<file path="src/hw/rtl/bns_pkg.sv">
// bounded neighbor set package: word types, action and status codes, size defaults
// no dependencies
`default_nettype none
package bns_pkg;

   localparam int ID_WIDTH         = 24;
   localparam int COUNT_WIDTH      = 7;
   localparam int SET_CAPACITY_DEF = 16;

   localparam logic [1:0] ACT_ADD    = 2'd0;
   localparam logic [1:0] ACT_DELETE = 2'd1;
   localparam logic [1:0] ACT_QUERY  = 2'd2;

   localparam logic [1:0] ST_DONE      = 2'd0;
   localparam logic [1:0] ST_NO_CHANGE = 2'd1;
   localparam logic [1:0] ST_REJECT    = 2'd2;

   typedef struct packed {
      logic [1:0]                 action;
      logic signed [ID_WIDTH-1:0] vertex_id;
   } req_word_type;

   typedef struct packed {
      logic [1:0]             status;
      logic                   is_member;
      logic [COUNT_WIDTH-1:0] entry_total;
   } rsp_word_type;

endpackage
`default_nettype wire

</file>
<file path="src/hw/rtl/bns_ram.sv">
// generic simple dual-port ram, one write port, one read port with registered data
// no dependencies
`default_nettype none
module bns_ram #(
   parameter int WIDTH = 8,
   parameter int DEPTH = 16
) (
   input  wire logic                                        clock,
   input  wire logic                                        wr_en,
   input  wire logic [((DEPTH > 1) ? $clog2(DEPTH) : 1)-1:0] wr_addr,
   input  wire logic [WIDTH-1:0]                            wr_data,
   input  wire logic                                        rd_en,
   input  wire logic [((DEPTH > 1) ? $clog2(DEPTH) : 1)-1:0] rd_addr,
   output logic      [WIDTH-1:0]                            rd_data
);

   logic [WIDTH-1:0] mem_ff [DEPTH];

   always_ff @(posedge clock) begin
      if (wr_en) begin
         mem_ff[wr_addr] <= wr_data;
      end
      if (rd_en) begin
         rd_data <= mem_ff[rd_addr];
      end
   end

endmodule
`default_nettype wire

</file>
<file path="src/hw/rtl/bounded_neighbor_set.sv">
// bounded neighbor set top level: set of vertex ids packed in a ram, scan and compaction control
// depends on bns_pkg and bns_ram
//
//  port group   dir  handshake              word
//  req_         in   req_valid/req_ready    req_word_type (action, vertex_id)
//  rsp_         out  rsp_valid/rsp_ready    rsp_word_type (status, is_member, entry_total)
//
// an add, delete or query with a non-negative id passes from accept to the next accept through
// one ram read per stored slot (none when the set is empty), the registered read data, a
// check that the scan has drained, the finish state and the idle state that takes the word
// a negative id or unused action goes from idle straight to the finish state and back
// delete moves each later slot down one place during the same scan
// reset clears the count and control only; slot contents are never cleared
// a pending response does not block the next item until its finish cycle
`default_nettype none
module bounded_neighbor_set
   import bns_pkg::*;
#(
   parameter int SET_CAPACITY = SET_CAPACITY_DEF
) (
   input  wire logic         clock,
   input  wire logic         reset,
   input  wire logic         req_valid,
   output logic              req_ready,
   input  wire req_word_type req_word,
   output logic              rsp_valid,
   input  wire logic         rsp_ready,
   output rsp_word_type      rsp_word
);

   localparam int ADDR_W = (SET_CAPACITY > 1) ? $clog2(SET_CAPACITY) : 1;
   localparam int CNT_W  = $clog2(SET_CAPACITY + 1);
   localparam int MAG_W  = ID_WIDTH - 1;

   localparam logic [1:0] S_IDLE   = 2'd0;
   localparam logic [1:0] S_SCAN   = 2'd1;
   localparam logic [1:0] S_FINISH = 2'd2;

   logic [1:0]       state_ff, state_in;
   logic [1:0]       action_ff, action_in;
   logic [MAG_W-1:0] id_ff, id_in;
   logic             neg_ff, neg_in;
   logic [CNT_W-1:0] count_ff, count_in;
   logic [CNT_W-1:0] rd_ptr_ff, rd_ptr_in;
   logic             rd_valid_ff, rd_valid_in;
   logic [ADDR_W-1:0] rd_addr_ff, rd_addr_in;
   logic             found_ff, found_in;
   logic             rsp_valid_ff, rsp_valid_in;
   rsp_word_type     rsp_word_ff, rsp_word_in;

   logic              rd_en;
   logic [MAG_W-1:0]  rd_data;
   logic              wr_en;
   logic [ADDR_W-1:0] wr_addr;
   logic [MAG_W-1:0]  wr_data;
   logic              hit;

   bns_ram #(
      .WIDTH (MAG_W),
      .DEPTH (SET_CAPACITY)
   ) u_slots (
      .clock   (clock),
      .wr_en   (wr_en),
      .wr_addr (wr_addr),
      .wr_data (wr_data),
      .rd_en   (rd_en),
      .rd_addr (rd_ptr_ff[ADDR_W-1:0]),
      .rd_data (rd_data)
   );

   assign req_ready = (state_ff == S_IDLE);
   assign rsp_valid = rsp_valid_ff;
   assign rsp_word  = rsp_word_ff;
   assign hit       = rd_valid_ff && (rd_data == id_ff);

   always_comb begin
      state_in     = state_ff;
      action_in    = action_ff;
      id_in        = id_ff;
      neg_in       = neg_ff;
      count_in     = count_ff;
      rd_ptr_in    = rd_ptr_ff;
      rd_valid_in  = 1'b0;
      rd_addr_in   = rd_addr_ff;
      found_in     = found_ff;
      rsp_valid_in = rsp_valid_ff && !rsp_ready;
      rsp_word_in  = rsp_word_ff;
      rd_en        = 1'b0;
      wr_en        = 1'b0;
      wr_addr      = ADDR_W'(rd_addr_ff - 1'b1);
      wr_data      = rd_data;

      case (state_ff)
         S_IDLE: begin
            if (req_valid) begin
               action_in = req_word.action;
               id_in     = req_word.vertex_id[MAG_W-1:0];
               neg_in    = req_word.vertex_id[ID_WIDTH-1];
               found_in  = 1'b0;
               rd_ptr_in = '0;
               if (req_word.action inside {ACT_ADD, ACT_DELETE, ACT_QUERY}
                   && !req_word.vertex_id[ID_WIDTH-1]) begin
                  state_in = S_SCAN;
               end else begin
                  state_in = S_FINISH;
               end
            end
         end
         S_SCAN: begin
            if (rd_ptr_ff < count_ff) begin
               rd_en       = 1'b1;
               rd_valid_in = 1'b1;
               rd_addr_in  = rd_ptr_ff[ADDR_W-1:0];
               rd_ptr_in   = rd_ptr_ff + 1'b1;
            end
            // shift later slots down one place once the match is behind us
            if (rd_valid_ff && found_ff && action_ff == ACT_DELETE) begin
               wr_en = 1'b1;
            end
            if (hit) begin
               found_in = 1'b1;
            end
            if (!(rd_ptr_ff < count_ff) && !rd_valid_ff) begin
               state_in = S_FINISH;
            end
         end
         S_FINISH: begin
            if (!rsp_valid_ff || rsp_ready) begin
               rsp_valid_in          = 1'b1;
               rsp_word_in.is_member = 1'b0;
               rsp_word_in.status    = ST_NO_CHANGE;
               case (action_ff)
                  ACT_ADD: begin
                     if (neg_ff) begin
                        rsp_word_in.status = ST_REJECT;
                     end else if (found_ff) begin
                        rsp_word_in.status = ST_NO_CHANGE;
                     end else if (count_ff >= CNT_W'(SET_CAPACITY)) begin
                        rsp_word_in.status = ST_REJECT;
                     end else begin
                        rsp_word_in.status = ST_DONE;
                        wr_en    = 1'b1;
                        wr_addr  = count_ff[ADDR_W-1:0];
                        wr_data  = id_ff;
                        count_in = count_ff + 1'b1;
                     end
                  end
                  ACT_DELETE: begin
                     if (neg_ff) begin
                        rsp_word_in.status = ST_REJECT;
                     end else if (!found_ff) begin
                        rsp_word_in.status = ST_NO_CHANGE;
                     end else begin
                        rsp_word_in.status = ST_DONE;
                        count_in = count_ff - 1'b1;
                     end
                  end
                  ACT_QUERY: begin
                     rsp_word_in.status    = ST_DONE;
                     rsp_word_in.is_member = found_ff;
                  end
                  default: begin
                     rsp_word_in.status = ST_NO_CHANGE;
                  end
               endcase
               rsp_word_in.entry_total = COUNT_WIDTH'(count_in);
               state_in = S_IDLE;
            end
         end
         default: begin
            state_in = S_IDLE;
         end
      endcase
   end

   always_ff @(posedge clock) begin
      if (reset) begin
         state_ff     <= S_IDLE;
         count_ff     <= '0;
         rd_ptr_ff    <= '0;
         rd_valid_ff  <= 1'b0;
         found_ff     <= 1'b0;
         rsp_valid_ff <= 1'b0;
      end else begin
         state_ff     <= state_in;
         count_ff     <= count_in;
         rd_ptr_ff    <= rd_ptr_in;
         rd_valid_ff  <= rd_valid_in;
         found_ff     <= found_in;
         rsp_valid_ff <= rsp_valid_in;
      end
   end

   always_ff @(posedge clock) begin
      action_ff   <= action_in;
      id_ff       <= id_in;
      neg_ff      <= neg_in;
      rd_addr_ff  <= rd_addr_in;
      rsp_word_ff <= rsp_word_in;
   end

   // count stays within the slot store
   a_count_bound: assert property (@(posedge clock) disable iff (reset)
      count_ff <= CNT_W'(SET_CAPACITY))
      else $error("stored count above capacity");

   // scan pointer never passes the stored count
   a_ptr_bound: assert property (@(posedge clock) disable iff (reset)
      (state_ff == S_SCAN) |-> (rd_ptr_ff <= count_ff))
      else $error("scan pointer past stored count");

   // ram writes only during compaction or the add in the finish cycle
   a_write_state: assert property (@(posedge clock) disable iff (reset)
      wr_en |-> ((state_ff == S_SCAN && action_ff == ACT_DELETE && found_ff)
                 || (state_ff == S_FINISH && action_ff == ACT_ADD)))
      else $error("slot write outside scan or finish");

   // no read data in flight while waiting for the next word
   a_idle_drained: assert property (@(posedge clock) disable iff (reset)
      (state_ff == S_IDLE) |-> !rd_valid_ff)
      else $error("read in flight while idle");

endmodule
`default_nettype wire

</file>
<file path="config.mk">
export PLATFORM = sky130hd
export DESIGN_NAME = bounded_neighbor_set
export DESIGN_NICKNAME = d
export VERILOG_FILES = /design/src/hw/rtl/bns_pkg.sv /design/src/hw/rtl/bns_ram.sv /design/src/hw/rtl/bounded_neighbor_set.sv
export SDC_FILE = /design/constraint.sdc
export NUM_CORES = 1
export LEC_CHECK = 0
export ABC_AREA = 1
export BUFFER_PORTS_ARGS = -buffer_cell sky130_fd_sc_hd__buf_2
export CORE_ASPECT_RATIO = 1.25
export CORE_UTILIZATION = 51
export DETAILED_ROUTE_END_ITERATION = 6
export PLACE_DENSITY = 0.73
export SYNTH_ARGS = -nofsm -noshare
export SYNTH_HDL_FRONTEND = slang
export SYNTH_SLANG_ARGS = --single-unit
</file>
<file path="constraint.sdc">
create_clock -name clock -period 2.6 [get_ports clock]
set_input_delay 0.26 -clock clock [delete_from_list [all_inputs] [get_ports clock]]
set_output_delay 0.26 -clock clock [all_outputs]
set_load 0.01 [all_outputs]
</file>
* After elaboration in Yosys (flattened, before gate mapping)
Memories as Yosys holds them, arrays and structs flattened. A register that Yosys moved wholly into a read port is not among the register bits.
Cells that the tools add are included.
W data, S select, Z words.
** Storage, ports and cells
- Memories :: 1
- Output and inout bits :: 12
- Logic and storage cells :: 103
- Memory bits (writable) :: 368
- Bits in registers :: 53
** Operators by class
- Multiplexer cells :: 48
- Add/sub/neg operators :: 4
- $lt $le $gt $ge :: 2
- Reductions and logical operators :: 23
- Equality and inequality tests :: 12
** Memories
- u_slots.mem_ff :: depth 16, bits a word 23, rd ports 1, clocked after memory_dff 1, write ports 1, line bns_ram.sv:17 : logic [WIDTH-1:0] mem_ff [DEPTH];
** Operator list (number)
- $mux W23 :: 6
- $mux W5 :: 7
- $mux W4 :: 6
- $eq A23 B23 Y1 :: 1
- $pmux W5 S2 :: 2
- $mux W2 :: 8
- $mux W1 :: 15
- $pmux W2 S3 :: 2
- $add A5 B1 Y5 const B :: 2
- $ne A2 B2 Y1 const B :: 5
- $reduce_and A3 Y1 :: 3
- $eq A2 B1 Y1 const B :: 3
- $eq A2 B2 Y1 const B :: 3
- $logic_and A1 B1 Y1 :: 6
- $logic_not A2 Y1 :: 3
- $reduce_and A2 Y1 :: 3
- $ge A5 B5 Y1 const B :: 1
- $logic_not A1 Y1 :: 5
- $lt A5 B5 Y1 :: 1
- $sub A5 B1 Y5 const B :: 1
- $pmux W1 S2 :: 2
- $sub A4 B1 Y4 const B :: 1
- $reduce_bool A3 Y1 :: 1
- $reduce_bool A2 Y1 :: 1
- $logic_or A1 B1 Y1 :: 1

* Depth between registers and ports, before layout
- Word-level depth :: 9
- Gate-level depth with buffers :: 12
- Gate-level depth less buffers :: 12

* Hierarchy
A second synthesis with hierarchy kept.
** Unflattened totals
- Cells, all modules :: 1945
- Area, all modules :: 19824.0 sq um
** By module, submodules not included
- bns_ram :: times used 1, area an instance 16587.2 sq um, cells an instance 1531, sequential area each 11741.3 sq um
- bounded_neighbor_set :: times used 1, area an instance 3236.9 sq um, cells an instance 414, sequential area each 1441.4 sq um

* Worst setup path after synthesis
Ideal clock, no wire load.
- Path kind :: register to register
- Start :: register state_ff[0]
- End :: memory u_slots.mem_ff[0][0] in the netlist's numbering (enable)
- Stages on the path, launching flop included :: 11
- Setup time :: 0.403 ns
- Clock period less this slack :: 2.825 ns
- Data required time :: 2.197 ns
- Arrival time :: 2.422 ns
- Path slack :: -0.225 ns
- Path buffers :: 1
- Path through :: dfxtp_1 -> inv_1 -> ha_1 -> nand2_1 -> inv_2 -> nand2_4 -> buf_6 -> nor2_1 -> a21oi_2 -> nand3_2 -> nor2_1
** On the way
- Word-level cells in the longest chain between the ends :: 4
- Elaborated cells between the ends (all ways) :: 6
- Those cells by class :: eq/ne: 2; mux: 4
** Ends and longest elaborated chain
- from (decl) :: line bounded_neighbor_set.sv:39 : logic [1:0] state_ff, state_in;
- from (signal assigned) :: line bounded_neighbor_set.sv:185 : state_ff <= state_in;
- $eq A2 B2 Y1 or $eq A2 B1 Y1 (tied branches) :: line bounded_neighbor_set.sv:93 : case (state_ff)
- $pmux W1 S2 :: line bounded_neighbor_set.sv:93
- $mux W1 :: line bns_ram.sv:20 : if (wr_en) begin
- $mux W1 (not written as such) :: line bns_ram.sv:21 : mem_ff[wr_addr] <= wr_data;
- to (decl) :: line bns_ram.sv:17
Parallel ways exist; a longest one is shown, timed or not.

* Final worst setup path
- Start :: register action_ff[1]
- End :: memory u_slots.mem_ff[8][19] in the netlist's numbering (enable)
** On the way
- Word-level cells in the longest chain between the ends :: 6
- Elaborated cells between the ends (all ways) :: 12
- Those cells by class :: eq/ne: 1; mux: 9; reduce/logical: 2
** Ends and longest elaborated chain
- from (decl) :: line bounded_neighbor_set.sv:40 : logic [1:0] action_ff, action_in;
- from (signal assigned) :: line bounded_neighbor_set.sv:195 : action_ff <= action_in;
- $logic_not A2 Y1 or $eq A2 B1 Y1 (tied branches) :: line bounded_neighbor_set.sv:132, bounded_neighbor_set.sv:117
- $mux W1 or $logic_and A1 B1 Y1 (tied branches) :: line bounded_neighbor_set.sv:132, bounded_neighbor_set.sv:117
- $mux W1 (on tied branches) :: line bounded_neighbor_set.sv:128, bounded_neighbor_set.sv:117
- $pmux W1 S2 :: line bounded_neighbor_set.sv:93
- $mux W1 :: line bns_ram.sv:20
- $mux W1 (not written as such) :: line bns_ram.sv:21
Parallel ways exist; a longest one is shown, timed or not.

==> out/results.md <==
| Metric | Reported |
| --- | --- |
| DRC viols | 0 |
| Met3 track utilization from global routing | 3.36% |
| Synthesis-stage register bit count | 444 |
| Detail-routed via count per cell | 5.64 |
| Die extent in y | 214 um |
| Maximum vdd drop | 0.000468 V |
| Initial detailed-routing violation count | 1332 |
| Worst setup skew after layout | 0.0212 ns |
| Die footprint | 36800 sq um |
| Routability congestion estimate | 0.890 |
| Final slew viol count | 0 |
| Maximum number of pins on one net before global-route repair | 98 |
| Relative slew margins | 13.8% |
| Fraction of layout instances using a drive strength above 1 | 13.3% |
| # diodes | 0 |
| Count of yosys warnings during synthesis | 0 |
| Number of global-route vias before repair | 12076 |
| Synthesized-area fraction occupied by xor and xnor cells | 0.239% |
| Deepest clock path buffer count | 3 |
| Path type of the worst min-delay path | in2reg |
| Critical path cell sequence | nor2_4, inv_2, nor2_4, nand2_4, a21boi_4, nand3_2, nor2_4, buf_12 |
| Clock tree from TritonCTS | yes |
| CTS sink count | 444 |
| Total leakage power | 0.00752 uW |
| Row count | 77 |
| DRT Wirelength | 43.7 mm |
| Max Freq | 407 MHz |
| Global-route track usage on met1 | 29.6% |
| CP Data Arrival Time | 2.71 ns |
| GRT busiest layer | met2 |
| Worst hold slack | 0.0481 ns |
| Number of buffers added by the clock tree synthesis step | 40 |
| Post-Synth Adder-Cell Area | 0.750% |
| Routed wirelength normalized by instance count | 20.6 um |
| Detail Route Antenna Nets | 0 |
| Area added between synthesis and finish | 15.0% |
| Post-synthesis area per instance | 12.0 sq um |
| Number of input and output port buffers inserted | 39 |
| Number of fill cells | 2729 |
| Crit-path max cell delay | 0.50 ns |
| Worst setup slack after layout | 0.146 ns |
| Starting Density | 51.8% |
| Most frequent cell on the critical path | sky130_fd_sc_hd__nor2_4 |
| Sum of overflow across all layers after global routing | 0 |
| Met2 GRT Util | 42.6% |
| Commonest non-fill, non-tap cells in the layout | 429 x sky130_fd_sc_hd__edfxtp_1, 288 x sky130_fd_sc_hd__nor2_1, 206 x sky130_fd_sc_hd__o21ai_0 |
| Final nets | 1665 |
| Final setup fails | 0 |
| CP startpoint kind | register |
| Top-Level Pins | 42 |
| Proportion of synthesized chip area in sequential cells | 71.8% |
| Min Clock Period, post-route | 2.45 ns |
| Combinational family with the most area after synthesis | simple AND/OR/NAND/NOR gates |
| Initial DRT Pass Iterations | 6 |
| Post-Synthesis Cell Area | 18400 sq um |
| Cell type of the slowest stage on the worst timing path | sky130_fd_sc_hd__edfxtp_1 |
| Share of the cycle needed by the critical path after routing | 94.4% |
| Peak fanout along the critical path | 19 |
| Simple logic cell fraction of the synthesized area | 12.5% |
| Setup repair after global routing missed its margin | false |
| Worst Setup Path Type | reg2reg |
| Commonest non-fill, non-tap cell in the layout | sky130_fd_sc_hd__edfxtp_1 |
| DIE WIDTH | 172 um |
| Instance count of the mapped netlist | 1525 |
| Post-place setup slack | 0.0859 ns |
| Via count | 11996 |
| Number of distinct standard cells referenced by the synthesized netlist | 41 |
| H-Tree Level Count | 2 |
| Placeable core region | 35500 sq um |
| Outcome | finished clean |
| Wire length of the first global-routing pass | 67.3 mm |
| Clock latency at the later pin of the worst-skew pair | 0.55 ns |
| Initial antenna violation count | 0 |
| Worst path required time | 2.85 ns |
| Detailed placement HPWL | 27.8 mm |
| Share of the synthesized area in compound gates (AO/OA/AOI/OAI) | 10.0% |
| Global router's overall resource usage | 24.5% |
| Least-Margin Pin Slew | 1.29 ns |
| Clock transition time at the flip-flop clock pins of the worst setup and hold paths | 0.07 ns |
| Max Cap Viol | 0 |
| PD cells | 793 nW/um^2 |
| Crit. End Element | register |
| Hold violation count in the final report | 0 |
| Mux share of post-synthesis cell area | 0.818% |
| PnR Total Power | 16700 uW |
| Clock tree root buffer cell | sky130_fd_sc_hd__clkbuf_16 |
-- worst max-delay path, delay by kind of cell (launching register included) --
family | cells | cell delay (ns)
AO/OA/AOI/OAI | 1 | 0.27
flip-flops | 1 | 0.50
buffers and inverters | 2 | 0.27
AND/OR/NAND/NOR | 5 | 1.10
-- cells in the mapped netlist --
library cell / number / share of area, %
sky130_fd_sc_hd__edfxtp_1: 429 / 70
sky130_fd_sc_hd__nor2_1: 305 / 6.2
sky130_fd_sc_hd__o21ai_0: 206 / 5.6
sky130_fd_sc_hd__nand2_1: 194 / 4.0
sky130_fd_sc_hd__inv_1: 76 / 1.6
sky130_fd_sc_hd__nand3_1: 45 / 1.2
sky130_fd_sc_hd__clkbuf_1: 41 / 0.84
sky130_fd_sc_hd__o211ai_1: 40 / 1.6
sky130_fd_sc_hd__buf_2: 23 / 0.63
sky130_fd_sc_hd__a21oi_1: 15 / 0.41
sky130_fd_sc_hd__dfxtp_1: 15 / 1.6
sky130_fd_sc_hd__mux2i_1: 15 / 0.82
sky130_fd_sc_hd__o22ai_1: 15 / 0.51
sky130_fd_sc_hd__o32ai_1: 15 / 0.72
sky130_fd_sc_hd__ha_1: 11 / 0.75
sky130_fd_sc_hd__buf_4: 10 / 0.41
sky130_fd_sc_hd__o21ai_1: 9 / 0.25
sky130_fd_sc_hd__o21bai_1: 8 / 0.33
sky130_fd_sc_hd__inv_2: 7 / 0.14
sky130_fd_sc_hd__buf_6: 5 / 0.31
sky130_fd_sc_hd__nand2_2: 5 / 0.17
sky130_fd_sc_hd__nand3_2: 4 / 0.22
sky130_fd_sc_hd__nand4_1: 4 / 0.14
sky130_fd_sc_hd__o21ai_2: 4 / 0.19
sky130_fd_sc_hd__nor3_1: 3 / 0.082
sky130_fd_sc_hd__xnor2_1: 3 / 0.14
sky130_fd_sc_hd__nand2_4: 2 / 0.12
sky130_fd_sc_hd__nor2_4: 2 / 0.12
sky130_fd_sc_hd__xor2_1: 2 / 0.095
sky130_fd_sc_hd__a211oi_1: 1 / 0.041
sky130_fd_sc_hd__a21boi_2: 1 / 0.061
sky130_fd_sc_hd__a21o_1: 1 / 0.041
sky130_fd_sc_hd__a21oi_2: 1 / 0.048
sky130_fd_sc_hd__a31o_2: 1 / 0.048
sky130_fd_sc_hd__buf_1: 1 / 0.020
sky130_fd_sc_hd__conb_1: 1 / 0.020
sky130_fd_sc_hd__nand3_4: 1 / 0.095
sky130_fd_sc_hd__nand3b_1: 1 / 0.041
sky130_fd_sc_hd__nor2_2: 1 / 0.034
sky130_fd_sc_hd__o21a_1: 1 / 0.041
sky130_fd_sc_hd__o21ai_4: 1 / 0.089
-- layer usage --
metal / share of wire, % / routed length (um)
met1: 38 / 16500
met2: 51 / 22400
met3: 6.5 / 2850
met4: 4.5 / 1990
met5: 0 / 0
-- report_power, final --
| part | total [uW] | switching (uW) | leakage (uW) | internal, uW |
|---|---|---|---|---|
| Clock | 5850 | 2560 | 0.000621 | 3290 |
| Combinational | 2610 | 1780 | 0.00290 | 836 |
| Sequential | 8270 | 146 | 0.00400 | 8120 |
| Total | 16700 | 4480 | 0.00752 | 12300 |
-- kinds of logic after synthesis --
kind of cell	after synthesis
fa+ha+maj	11
mux	15
compound gates	319
xor+xnor	5
simple gates	567
other cells	1
buf+inv	163
flops	444
-- registers in the layout (all words and copies together) (netlist names) --
signal           cells
state_ff             2
id_ff               23
rsp_valid            1
action_ff            2
neg_ff               1
u_slots.rd_data     23
u_slots.mem_ff     368
rsp_word             8
rd_valid_ff          1
rd_ptr_ff            5
found_ff             1
rd_addr_ff           4
count_ff             5
-- what timing repair did --
item / 4_1_cts / 5_1_grt
endpoints found under the setup margin: 0 / 152
resized for setup: 0 / 1
buffers inserted: 0 / 0
endpoints found under the hold margin: 26 / 0
hold buffers: 26 / 0
-- layout make-up --
cell class / count / area (sq um) / share of cell area [%]
sequential: 444 / 13200 / 62.5
multi-input combinational: 919 / 4550 / 21.6
timing repair buffer: 136 / 1160 / 5.51
clock buffer: 44 / 1040 / 4.91
tap: 474 / 593 / 2.81
inverter: 83 / 314 / 1.49
clock inverter: 28 / 256 / 1.22
-- through the flow --
| step | util, % | instances | instance area, sq um | TNS (ns) |
|---|---|---|---|---|
| 2_1_floorplan | - | 1526 | 18400 | -41.44 |
| 3_3_place_gp | 55.1 | 2030 | 19500 | 0 |
| 3_5_place_dp | 55.1 | 2030 | 19500 | 0 |
| 4_1_cts | 59.5 | 2128 | 21100 | 0 |
| 5_1_grt | 59.5 | 2128 | 21100 | 0 |
| 6_report | 59.5 | 2128 | 21100 | 0 |
-- path summary, 6_finish.rpt --
| path | from | end | slack [ns] | depth (start not counted) |
|---|---|---|---|---|
| worst min register to register | state_ff[0]$_SDFFE_PP0P_ | state_ff[0]$_SDFFE_PP0P_ | 0.52 | 2 |
| worst min-delay path | reset | rd_ptr_ff[4]$_SDFFE_PP0P_ | 0.05 | 2 |
| worst max register to register | action_ff[1]$_DFFE_PP_ | u_slots.mem_ff[8][19]$_DFFE_PP_ | 0.15 | 8 |
| worst max-delay path | action_ff[1]$_DFFE_PP_ | u_slots.mem_ff[8][19]$_DFFE_PP_ | 0.15 | 8 |
Power figures use the tool's default switching activity.
